===== src/lbes_pkg.sv =====
// Shared types, constants and register codes of the endpoint selector.
`default_nettype none

package lbes_pkg;

    localparam int MAX_ENDPOINTS_DEF = 16;
    localparam int HASH_W = 32;
    localparam int CNT_W = 5;
    localparam int MODE_W = 2;
    localparam int MASK_W = 16;
    localparam int IDX_W = 4;
    localparam int REG_IDX_W = 2;
    localparam int CFG_DATA_W = 16;

    // Configuration register indexes
    localparam logic [REG_IDX_W-1:0] REG_SELECT_MODE = 2'd0;
    localparam logic [REG_IDX_W-1:0] REG_ENDPOINT_COUNT = 2'd1;
    localparam logic [REG_IDX_W-1:0] REG_INACTIVE_MASK = 2'd2;

    // Selection modes
    localparam logic [MODE_W-1:0] MODE_ROUND_ROBIN = 2'd0;
    localparam logic [MODE_W-1:0] MODE_HASH = 2'd1;

    typedef enum logic [1:0] {
        OP_NONE,
        OP_RR,
        OP_HASH
    } op_t;

    typedef struct packed {
        op_t               op;
        logic [CNT_W-1:0]  count;
        logic [HASH_W-1:0] hash;
    } job_t;

endpackage

`default_nettype wire


===== src/lbes_if.sv =====
// Packet and result channel interfaces of the endpoint selector.
`default_nettype none

interface lbes_pkt_if;
    logic                      valid;
    logic                      ready;
    logic [lbes_pkg::HASH_W-1:0] flow_hash;

    modport source (output valid, output flow_hash, input ready);
    modport sink (input valid, input flow_hash, output ready);
endinterface

interface lbes_res_if;
    logic                     valid;
    logic                     ready;
    logic [lbes_pkg::IDX_W-1:0] endpoint_index;
    logic                     selected;

    modport source (output valid, output endpoint_index, output selected, input ready);
    modport sink (input valid, input endpoint_index, input selected, output ready);
endinterface

`default_nettype wire


===== src/lb_endpoint_select_top.sv =====
// Top level of the load-balancer endpoint selector.
// A hash or round-robin packet passes from the job queue through the remainder steps of
// the shared mod unit to the selection register; a no-selection packet skips the mod unit.
// The engine takes one job at a time and pops the next only after its result is taken.
// A two-entry job queue keeps accepting while a result waits, until the queue is full.
// Reset: mode round robin, count 1, mask clear, pointer 0.
`default_nettype none

module lb_endpoint_select_top #(
    parameter int MAX_ENDPOINTS = lbes_pkg::MAX_ENDPOINTS_DEF
) (
    input  wire logic                            clk,
    input  wire logic                            rst_n,
    input  wire logic                            wr_en,
    input  wire logic [lbes_pkg::REG_IDX_W-1:0]  wr_index,
    input  wire logic [lbes_pkg::CFG_DATA_W-1:0] wr_data,
    lbes_pkt_if.sink                             pkt,
    lbes_res_if.source                           res
);

    logic                        push;
    lbes_pkg::job_t              push_job;
    logic                        full;
    logic                        pop;
    lbes_pkg::job_t              head;
    logic                        empty;
    logic [lbes_pkg::MASK_W-1:0] mask;

    lbes_front #(
        .MAX_ENDPOINTS (MAX_ENDPOINTS)
    ) u_front (
        .clk      (clk),
        .rst_n    (rst_n),
        .wr_en    (wr_en),
        .wr_index (wr_index),
        .wr_data  (wr_data),
        .pkt      (pkt),
        .push     (push),
        .job      (push_job),
        .full     (full),
        .mask     (mask)
    );

    lbes_job_fifo u_fifo (
        .clk       (clk),
        .rst_n     (rst_n),
        .push      (push),
        .push_data (push_job),
        .full      (full),
        .pop       (pop),
        .pop_data  (head),
        .empty     (empty)
    );

    lbes_back #(
        .MAX_ENDPOINTS (MAX_ENDPOINTS)
    ) u_back (
        .clk   (clk),
        .rst_n (rst_n),
        .empty (empty),
        .head  (head),
        .pop   (pop),
        .mask  (mask),
        .res   (res)
    );

endmodule

`default_nettype wire


===== src/lbes_job_fifo.sv =====
// Two-entry job queue between the classifier and the selection engine.
`default_nettype none

module lbes_job_fifo (
    input  wire logic          clk,
    input  wire logic          rst_n,
    input  wire logic          push,
    input  wire lbes_pkg::job_t push_data,
    output logic               full,
    input  wire logic          pop,
    output lbes_pkg::job_t     pop_data,
    output logic               empty
);

    lbes_pkg::job_t mem_reg [2];
    logic           wr_ptr_reg;
    logic           wr_ptr_next;
    logic           rd_ptr_reg;
    logic           rd_ptr_next;
    logic [1:0]     fill_reg;
    logic [1:0]     fill_next;

    assign full = (fill_reg == 2'd2);
    assign empty = (fill_reg == 2'd0);
    assign pop_data = mem_reg[rd_ptr_reg];

    always_comb
    begin
        wr_ptr_next = wr_ptr_reg;
        rd_ptr_next = rd_ptr_reg;
        fill_next = fill_reg;
        if (push && !full)
        begin
            wr_ptr_next = ~wr_ptr_reg;
        end
        if (pop && !empty)
        begin
            rd_ptr_next = ~rd_ptr_reg;
        end
        if ((push && !full) && !(pop && !empty))
        begin
            fill_next = fill_reg + 2'd1;
        end
        else if (!(push && !full) && (pop && !empty))
        begin
            fill_next = fill_reg - 2'd1;
        end
    end

    always_ff @(posedge clk or negedge rst_n)
    begin
        if (!rst_n)
        begin
            wr_ptr_reg <= 1'b0;
            rd_ptr_reg <= 1'b0;
            fill_reg <= 2'd0;
        end
        else
        begin
            wr_ptr_reg <= wr_ptr_next;
            rd_ptr_reg <= rd_ptr_next;
            fill_reg <= fill_next;
        end
    end

    always_ff @(posedge clk)
    begin
        if (push && !full)
        begin
            mem_reg[wr_ptr_reg] <= push_data;
        end
    end

endmodule

`default_nettype wire


===== src/lbes_front.sv =====
// Configuration registers and packet classifier feeding the job queue.
`default_nettype none

module lbes_front #(
    parameter int MAX_ENDPOINTS = lbes_pkg::MAX_ENDPOINTS_DEF
) (
    input  wire logic                            clk,
    input  wire logic                            rst_n,
    input  wire logic                            wr_en,
    input  wire logic [lbes_pkg::REG_IDX_W-1:0]  wr_index,
    input  wire logic [lbes_pkg::CFG_DATA_W-1:0] wr_data,
    lbes_pkt_if.sink                             pkt,
    output logic                                 push,
    output lbes_pkg::job_t                       job,
    input  wire logic                            full,
    output logic [lbes_pkg::MASK_W-1:0]          mask
);

    logic [lbes_pkg::MODE_W-1:0] mode_reg;
    logic [lbes_pkg::CNT_W-1:0]  count_reg;
    logic [lbes_pkg::MASK_W-1:0] mask_reg;
    logic [lbes_pkg::CNT_W-1:0]  count_eff;

    always_ff @(posedge clk or negedge rst_n)
    begin
        if (!rst_n)
        begin
            mode_reg <= lbes_pkg::MODE_ROUND_ROBIN;
            count_reg <= lbes_pkg::CNT_W'(1);
            mask_reg <= '0;
        end
        else if (wr_en)
        begin
            unique case (wr_index)
                lbes_pkg::REG_SELECT_MODE:    mode_reg <= wr_data[lbes_pkg::MODE_W-1:0];
                lbes_pkg::REG_ENDPOINT_COUNT: count_reg <= wr_data[lbes_pkg::CNT_W-1:0];
                lbes_pkg::REG_INACTIVE_MASK:  mask_reg <= wr_data[lbes_pkg::MASK_W-1:0];
                default:                      ;
            endcase
        end
    end

    // Clamp the count to the number of slots the rule can hold
    assign count_eff = (32'(count_reg) > MAX_ENDPOINTS) ?
                       lbes_pkg::CNT_W'(MAX_ENDPOINTS) : count_reg;

    always_comb
    begin
        job.count = count_eff;
        job.hash = pkt.flow_hash;
        if (count_eff == '0)
        begin
            job.op = lbes_pkg::OP_NONE;
        end
        else if (mode_reg == lbes_pkg::MODE_ROUND_ROBIN)
        begin
            job.op = lbes_pkg::OP_RR;
        end
        else if (mode_reg == lbes_pkg::MODE_HASH)
        begin
            job.op = lbes_pkg::OP_HASH;
        end
        else
        begin
            job.op = lbes_pkg::OP_NONE;
        end
    end

    assign pkt.ready = !full;
    assign push = pkt.valid && !full;
    assign mask = mask_reg;

endmodule

`default_nettype wire


===== src/lbes_mod_unit.sv =====
// Iterative remainder unit, eight dividend bits per cycle.
`default_nettype none

module lbes_mod_unit (
    input  wire logic                         clk,
    input  wire logic                         rst_n,
    input  wire logic                         start,
    input  wire logic [lbes_pkg::HASH_W-1:0]  dividend,
    input  wire logic [lbes_pkg::CNT_W-1:0]   divisor,
    output logic                              done,
    output logic [lbes_pkg::CNT_W-1:0]        remainder
);

    localparam int BITS_PER_STEP = 8;
    localparam int STEPS = lbes_pkg::HASH_W / BITS_PER_STEP;
    localparam int STEP_W = $clog2(STEPS);

    logic [lbes_pkg::HASH_W-1:0] num_reg;
    logic [lbes_pkg::HASH_W-1:0] num_next;
    logic [lbes_pkg::CNT_W-1:0]  div_reg;
    logic [lbes_pkg::CNT_W-1:0]  rem_reg;
    logic [lbes_pkg::CNT_W-1:0]  rem_next;
    logic [STEP_W-1:0]           step_reg;
    logic                        busy_reg;
    logic                        done_reg;

    // Restoring steps; the partial remainder stays below the divisor
    always_comb
    begin
        logic [lbes_pkg::CNT_W:0] trial;
        rem_next = rem_reg;
        num_next = num_reg;
        for (int b = 0; b < BITS_PER_STEP; b++)
        begin
            trial = {rem_next, num_next[lbes_pkg::HASH_W-1]};
            num_next = {num_next[lbes_pkg::HASH_W-2:0], 1'b0};
            if (trial >= {1'b0, div_reg})
            begin
                trial = trial - {1'b0, div_reg};
            end
            rem_next = trial[lbes_pkg::CNT_W-1:0];
        end
    end

    always_ff @(posedge clk or negedge rst_n)
    begin
        if (!rst_n)
        begin
            busy_reg <= 1'b0;
            done_reg <= 1'b0;
            step_reg <= '0;
        end
        else
        begin
            done_reg <= 1'b0;
            if (start)
            begin
                busy_reg <= 1'b1;
                step_reg <= '0;
            end
            else if (busy_reg)
            begin
                step_reg <= step_reg + STEP_W'(1);
                if (step_reg == STEP_W'(STEPS - 1))
                begin
                    busy_reg <= 1'b0;
                    done_reg <= 1'b1;
                end
            end
        end
    end

    always_ff @(posedge clk)
    begin
        if (start)
        begin
            num_reg <= dividend;
            div_reg <= divisor;
            rem_reg <= '0;
        end
        else if (busy_reg)
        begin
            num_reg <= num_next;
            rem_reg <= rem_next;
        end
    end

    assign done = done_reg;
    assign remainder = rem_reg;

endmodule

`default_nettype wire


===== src/lbes_back.sv =====
// Selection engine: round-robin search, hash with fallback, result register.
`default_nettype none

module lbes_back #(
    parameter int MAX_ENDPOINTS = lbes_pkg::MAX_ENDPOINTS_DEF
) (
    input  wire logic                    clk,
    input  wire logic                    rst_n,
    input  wire logic                    empty,
    input  wire lbes_pkg::job_t          head,
    output logic                         pop,
    input  wire logic [lbes_pkg::MASK_W-1:0] mask,
    lbes_res_if.source                   res
);

    // Slots a count can reach, and slots the hash fallback can land on
    localparam int SLOTS = (MAX_ENDPOINTS < 31) ? MAX_ENDPOINTS : 31;
    localparam int FB_SLOTS = (MAX_ENDPOINTS < 17) ? MAX_ENDPOINTS : 17;
    localparam int SEL_W = $clog2(SLOTS);

    typedef enum logic [1:0] {
        S_IDLE,
        S_DIV,
        S_OUT
    } state_t;

    state_t                      state_reg;
    lbes_pkg::job_t              job_reg;
    logic [SEL_W-1:0]            ptr_reg;
    logic [lbes_pkg::IDX_W-1:0]  idx_reg;
    logic                        sel_reg;

    logic                        start;
    logic [lbes_pkg::HASH_W-1:0] dividend;
    logic                        div_done;
    logic [lbes_pkg::CNT_W-1:0]  rem;

    logic [SEL_W-1:0]            pick;
    logic                        found;
    logic [SEL_W-1:0]            ptr_next;

    function automatic logic slot_active(input logic [lbes_pkg::MASK_W-1:0] m, input int k);
        if (k >= lbes_pkg::MASK_W)
        begin
            return 1'b1;
        end
        return !m[k[3:0]];
    endfunction

    assign pop = (state_reg == S_IDLE) && !empty;
    assign start = pop && (head.op != lbes_pkg::OP_NONE);
    assign dividend = (head.op == lbes_pkg::OP_RR) ? lbes_pkg::HASH_W'(ptr_reg) : head.hash;

    lbes_mod_unit u_mod (
        .clk       (clk),
        .rst_n     (rst_n),
        .start     (start),
        .dividend  (dividend),
        .divisor   (head.count),
        .done      (div_done),
        .remainder (rem)
    );

    always_comb
    begin
        logic [SEL_W-1:0] first;
        logic [SEL_W-1:0] hi;
        logic [SEL_W-1:0] lo;
        logic [SEL_W-1:0] fb;
        logic             hi_f;
        logic             lo_f;
        logic             fb_f;
        first = rem[SEL_W-1:0];
        hi = '0;
        lo = '0;
        fb = '0;
        hi_f = 1'b0;
        lo_f = 1'b0;
        fb_f = 1'b0;
        // Lowest match wins: scan from the top down
        for (int k = SLOTS - 1; k >= 0; k--)
        begin
            if (slot_active(mask, k) && (lbes_pkg::CNT_W'(k) < job_reg.count))
            begin
                if (SEL_W'(k) >= first)
                begin
                    hi = SEL_W'(k);
                    hi_f = 1'b1;
                end
                else
                begin
                    lo = SEL_W'(k);
                    lo_f = 1'b1;
                end
            end
        end
        for (int k = FB_SLOTS - 1; k >= 0; k--)
        begin
            if (slot_active(mask, k))
            begin
                fb = SEL_W'(k);
                fb_f = 1'b1;
            end
        end
        if (job_reg.op == lbes_pkg::OP_RR)
        begin
            found = hi_f || lo_f;
            pick = hi_f ? hi : lo;
        end
        else
        begin
            found = 1'b1;
            pick = (slot_active(mask, int'(first)) || !fb_f) ? first : fb;
        end
        // Advance past the pick, wrapping at the count
        if (lbes_pkg::CNT_W'(pick) + lbes_pkg::CNT_W'(1) == job_reg.count)
        begin
            ptr_next = '0;
        end
        else
        begin
            ptr_next = pick + SEL_W'(1);
        end
    end

    always_ff @(posedge clk or negedge rst_n)
    begin
        if (!rst_n)
        begin
            state_reg <= S_IDLE;
            ptr_reg <= '0;
            idx_reg <= '0;
            sel_reg <= 1'b0;
        end
        else
        begin
            unique case (state_reg)
                S_IDLE:
                begin
                    if (pop)
                    begin
                        if (head.op == lbes_pkg::OP_NONE)
                        begin
                            idx_reg <= '0;
                            sel_reg <= 1'b0;
                            state_reg <= S_OUT;
                        end
                        else
                        begin
                            state_reg <= S_DIV;
                        end
                    end
                end
                S_DIV:
                begin
                    if (div_done)
                    begin
                        idx_reg <= found ? lbes_pkg::IDX_W'(pick) : '0;
                        sel_reg <= found;
                        if (found && (job_reg.op == lbes_pkg::OP_RR))
                        begin
                            ptr_reg <= ptr_next;
                        end
                        state_reg <= S_OUT;
                    end
                end
                S_OUT:
                begin
                    if (res.ready)
                    begin
                        state_reg <= S_IDLE;
                    end
                end
                default:
                begin
                    state_reg <= S_IDLE;
                end
            endcase
        end
    end

    always_ff @(posedge clk)
    begin
        if (pop)
        begin
            job_reg <= head;
        end
    end

    assign res.valid = (state_reg == S_OUT);
    assign res.endpoint_index = idx_reg;
    assign res.selected = sel_reg;

    a_done_in_div: assert property (@(posedge clk) disable iff (!rst_n)
        div_done |-> (state_reg == S_DIV))
        else $error("remainder finished outside the divide phase");

    a_none_zero_index: assert property (@(posedge clk) disable iff (!rst_n)
        (res.valid && !res.selected) |-> (res.endpoint_index == '0))
        else $error("non-selection carries a non-zero index");

    a_hash_selects: assert property (@(posedge clk) disable iff (!rst_n)
        (state_reg == S_DIV && div_done && job_reg.op == lbes_pkg::OP_HASH) |=> res.selected)
        else $error("hash mode produced no selection");

    a_ptr_hold: assert property (@(posedge clk) disable iff (!rst_n)
        (state_reg != S_DIV) |=> $stable(ptr_reg))
        else $error("round-robin pointer moved outside a selection");

    a_pop_nonempty: assert property (@(posedge clk) disable iff (!rst_n)
        pop |-> !empty)
        else $error("job popped from an empty queue");

endmodule

`default_nettype wire

===== src/flat_wrapper.sv =====
// flat-port wrapper written by rule: the top's interface ports become plain ports
module lb_endpoint_select_top_flat 
#(
    parameter int MAX_ENDPOINTS = lbes_pkg::MAX_ENDPOINTS_DEF
)
  (clk, rst_n, wr_en, wr_index, wr_data, pkt_valid, pkt_flow_hash, pkt_ready, res_valid, res_endpoint_index, res_selected, res_ready);
  lbes_pkt_if pkt_i ();
  lbes_res_if res_i ();
  input  wire logic clk;
  input  wire logic rst_n;
  input  wire logic wr_en;
  input  wire logic [lbes_pkg::REG_IDX_W-1:0] wr_index;
  input  wire logic [lbes_pkg::CFG_DATA_W-1:0] wr_data;
  input wire logic [$bits(pkt_i.valid)-1:0] pkt_valid;
  input wire logic [$bits(pkt_i.flow_hash)-1:0] pkt_flow_hash;
  output wire logic [$bits(pkt_i.ready)-1:0] pkt_ready;
  output wire logic [$bits(res_i.valid)-1:0] res_valid;
  output wire logic [$bits(res_i.endpoint_index)-1:0] res_endpoint_index;
  output wire logic [$bits(res_i.selected)-1:0] res_selected;
  input wire logic [$bits(res_i.ready)-1:0] res_ready;
  assign pkt_i.valid = pkt_valid;
  assign pkt_i.flow_hash = pkt_flow_hash;
  assign pkt_ready = pkt_i.ready;
  assign res_valid = res_i.valid;
  assign res_endpoint_index = res_i.endpoint_index;
  assign res_selected = res_i.selected;
  assign res_i.ready = res_ready;
  lb_endpoint_select_top #(.MAX_ENDPOINTS(MAX_ENDPOINTS)) u_core (.clk(clk), .rst_n(rst_n), .wr_en(wr_en), .wr_index(wr_index), .wr_data(wr_data), .pkt(pkt_i), .res(res_i));
endmodule

===== config.mk =====
export PLATFORM = sky130hd
export DESIGN_NAME = lb_endpoint_select_top_flat
export DESIGN_NICKNAME = d
export VERILOG_FILES = /design/src/lbes_pkg.sv /design/src/lbes_if.sv /design/src/lb_endpoint_select_top.sv /design/src/lbes_job_fifo.sv /design/src/lbes_front.sv /design/src/lbes_mod_unit.sv /design/src/lbes_back.sv /design/src/flat_wrapper.sv
export SDC_FILE = /design/constraint.sdc
export NUM_CORES = 1
export LEC_CHECK = 0
export BUFFER_PORTS_ARGS = -buffer_cell sky130_fd_sc_hd__buf_4
export CAP_MARGIN = 0
export CORE_ASPECT_RATIO = 1.2
export CORE_UTILIZATION = 25
export CTS_BUF_LIST = sky130_fd_sc_hd__clkbuf_8
export DETAILED_ROUTE_END_ITERATION = 10
export PLACE_DENSITY = 0.53
export SYNTH_ARGS = -nofsm -noshare
export SYNTH_HDL_FRONTEND = slang
export SYNTH_SLANG_ARGS = --single-unit

===== constraint.sdc =====
create_clock -name clk -period 13.18 [get_ports clk]
set_clock_uncertainty 0.15 [all_clocks]
set_input_delay 1.318 -clock clk [delete_from_list [all_inputs] [get_ports clk]]
set_output_delay 1.318 -clock clk [all_outputs]
set_load 0.01 [all_outputs]

==> results.yml <==
run_status:
  run_status: "complete, no violations"
floorplanning:
  die-area_sq_mm: 0.04033
  io_pins: 62
  start_util_pct: 25.44
  std_cell_rows: 79
  core_sq_mm: 0.03885
  die_y_microns: 219.8
  die_w_microns: 183.5
routing:
  via_count: 7246
  wire_per_inst_microns: 15.42
  drtIter0Drc: 398
  first_pass_iters: 5
  viasPerCell: 4.721
  postRouteAntennaNets: 0
  wirelength_mm: 23.67
  drc: 0
logic_synthesis:
  ys_seq_elements: 169
  netlist_area_sq_mm: 0.009882
  synthFlopType: "edfxtp_1"
  synth_edf_count: 122
  synthDistinctLibCells: 77
  ys_warn_count: 0
  synth_nets: 1013
  synth.yosys.seq_area_share_pct: 48.73
  synth_async_sr_flop_share_pct: 24.85
  syn_inst: 907
  synth.avg_cell_area_sq_um: 10.90
setup_path:
  crit_buf_inv: 7
  path_class: "flip-flop to flip-flop"
  slowest_stage: "fa_1"
  rr_worst_depth: 64
  critPathArrivalTime_ns: 12.74
  worst_setup_path_end_kind: "flip-flop"
  r2r_slack_ns: 0.65
  r2r-start: "u_core.u_back.u_mod.div_reg[1]"
  setup.worst_path.start_class: "flip-flop"
  timing.rr.end: "u_core.u_back.u_mod.remainder[0]"
  cp_max_fo: 6
  cpMostUsedCell: "nand2b_1"
  slowest_delay_ns: 0.47
  critical_path.top_delay_family: "compound AO/OA/AOI/OAI gates"
  cp.required_ns: 13.39
global_routing:
  grt_first_pass_wirelength_mm: 38.63
  grt_max_degree: 43
  gr-total-overflow: 0
  grt_usage_pct: 12.17
  antenna_found_initial: 1
  grt_pass1_vias: 7479
clock_tree:
  hold_buffers: 0
  clock_latency_ns: 0.47
  clock_sinks: 169
  clk_pin_slew_ns: 0.09
  cts_tree: "done"
  cts.root.buffer_cell: "clkbuf_8"
  h-tree-depth: 4
  clockBufferDepth: 2
  numCtsBuffers: 17
timing:
  hold_viol: 0
  fin_crit_ns: 12.53
  slew_violations: 0
  timing.final.ws_setup_ns: 0.6483
  max_freq_ghz: 0.07980
  finalCritPeriodShare_pct: 95.08
  slew_headroom_pct: 33.90
  worst_pin_slew_ns: 0.9915
  setup_viol_count_final: 0
  fin_tns_setup_ns: 0
  holdWs_ns: 0.3465
layout:
  final_cell_mix: "edfxtp_1 (122), buf_4 (102), nand2_1 (81)"
  fin_nets: 1102
  drive_gt1_share_pct: 22.32
  mostFrequentLayoutCell: "edfxtp_1"
  syn2layout_area_growth_pct: 18.94
  largest_reg_flops: 78
worst_hold_path:
  hold_path_depth: 1
  hp-start: "u_core.u_back.res.selected"
  min_to: "u_core.u_back.res.selected"
  min_path_type: "flip-flop to flip-flop"
run:
  maxCapViolCount: 0
placed_design:
  gp_congestion: 0.9030
  preCtsSetupSlack_ns: -0.3898
  portBuffers: 61
  dp_hpwl_mm: 17.04
-- layer usage --
metal	global-route usage (%)	up-vias	part of all wire, %
li1	-	3535	-
met1	14.47	3563	44
met2	21.94	119	52
met3	1.719	29	2.3
met4	4.833	0	2.1
met5	0	-	0
-- area by class of cell --
type                            count  area, sq um
Multi-Input combinational cell    658         4916
Inverter                           46        172.7
Tap cell                          526        658.1
Sequential cell                   169         4817
Clock buffer                       17        234.0
Fill cell                        3987        27090
Clock inverter                     14        156.4
Timing Repair Buffer              104        797.0
Antenna cell                        1        2.502
-- Yosys cell counts (all sizes together) (3+ instances only) --
library cell,instances,share of area (%)
a211o,3,0.27
a211oi,7,0.58
a21boi,4,0.30
a21o,19,1.4
a21oi,64,3.4
a221oi,4,0.35
a22o,5,0.44
a22oi,6,0.51
a31oi,8,0.66
a41oi,3,0.27
and2,5,0.32
and3,6,0.38
buf,5,0.32
clkbuf,28,1.1
dfrtp,41,10
dfxtp,5,1.0
edfxtp,122,37
fa,8,1.6
ha,43,5.4
inv,45,1.7
mux2,39,4.5
mux2i,51,5.2
mux4,5,1.1
nand2,81,3.1
nand2b,15,0.95
nand3,13,0.66
nand3b,5,0.38
nand4,4,0.25
nor2,66,2.5
nor2b,13,0.82
nor3,12,0.84
nor3b,4,0.30
o211ai,9,0.82
o21ai,70,3.5
o22ai,6,0.38
o311ai,3,0.27
o31ai,5,0.38
or2,8,0.51
or3,3,0.19
or4,3,0.23
xnor2,25,2.2
xor2,9,0.80
-- kinds of logic after synthesis --
| logic type | count (synthesis) | synth area share [%] |
|---|---|---|
| and+or+nand+nor | 244 | 11.97 |
| AOI/OAI and AO/OA | 234 | 15.22 |
| DFF | 169 | 48.73 |
| muxes | 95 | 10.79 |
| buffers and inverters | 80 | 3.216 |
| adders and majority gates | 51 | 7.065 |
| xor gates and xnor gates | 34 | 3.013 |
-- per-stage QoR --
step	cells	util [%]	cell area, sq um
after floorplan	907	-	9882
after global placement	1496	28.66	11130
after detailed placement	1496	28.66	11130
after CTS	1527	29.75	11560
after global routing	1535	30.26	11750
final	1535	30.26	11750
-- worst max path at each step --
stage                                    start                               end  slack [ns]  cells after the start
2_1_floorplan   u_core.u_back.u_mod.div_reg[1]  u_core.u_back.u_mod.remainder[0]        0.18                     67
3_3_place_gp   u_core.u_back.u_mod.num_reg[31]  u_core.u_back.u_mod.remainder[0]        0.04                     70
3_5_place_dp   u_core.u_back.u_mod.num_reg[31]  u_core.u_back.u_mod.remainder[0]       -0.39                     69
4_1_cts        u_core.u_back.u_mod.num_reg[31]  u_core.u_back.u_mod.remainder[0]        0.03                     67
5_1_grt        u_core.u_back.u_mod.num_reg[31]  u_core.u_back.u_mod.remainder[0]       -0.05                     69
6_report        u_core.u_back.u_mod.div_reg[1]  u_core.u_back.u_mod.remainder[0]        0.65                     64
-- worst register-to-register path: cells and delay by family (launching register included) --
kind / cells / cell delay [ns]
fa+ha+maj: 8 / 2.87
flops: 1 / 0.39
buf+inv: 7 / 0.93
simple gates: 15 / 2.24
mux: 7 / 1.81
compound gates: 27 / 4.07
-- what timing repair did --
item / 4_1_cts / 5_1_grt
buffers inserted: 0 / 7
endpoints found under the setup margin: 5 / 5
pin swaps: 0 / 9
gates resized for setup: 8 / 32
hold endpoints to repair: 0 / 0
gates cloned: 0 / 0
Power is left out: the tool's default activity adds up to more than one toggle a clock period on the data nets, which glitch-free logic cannot reach.
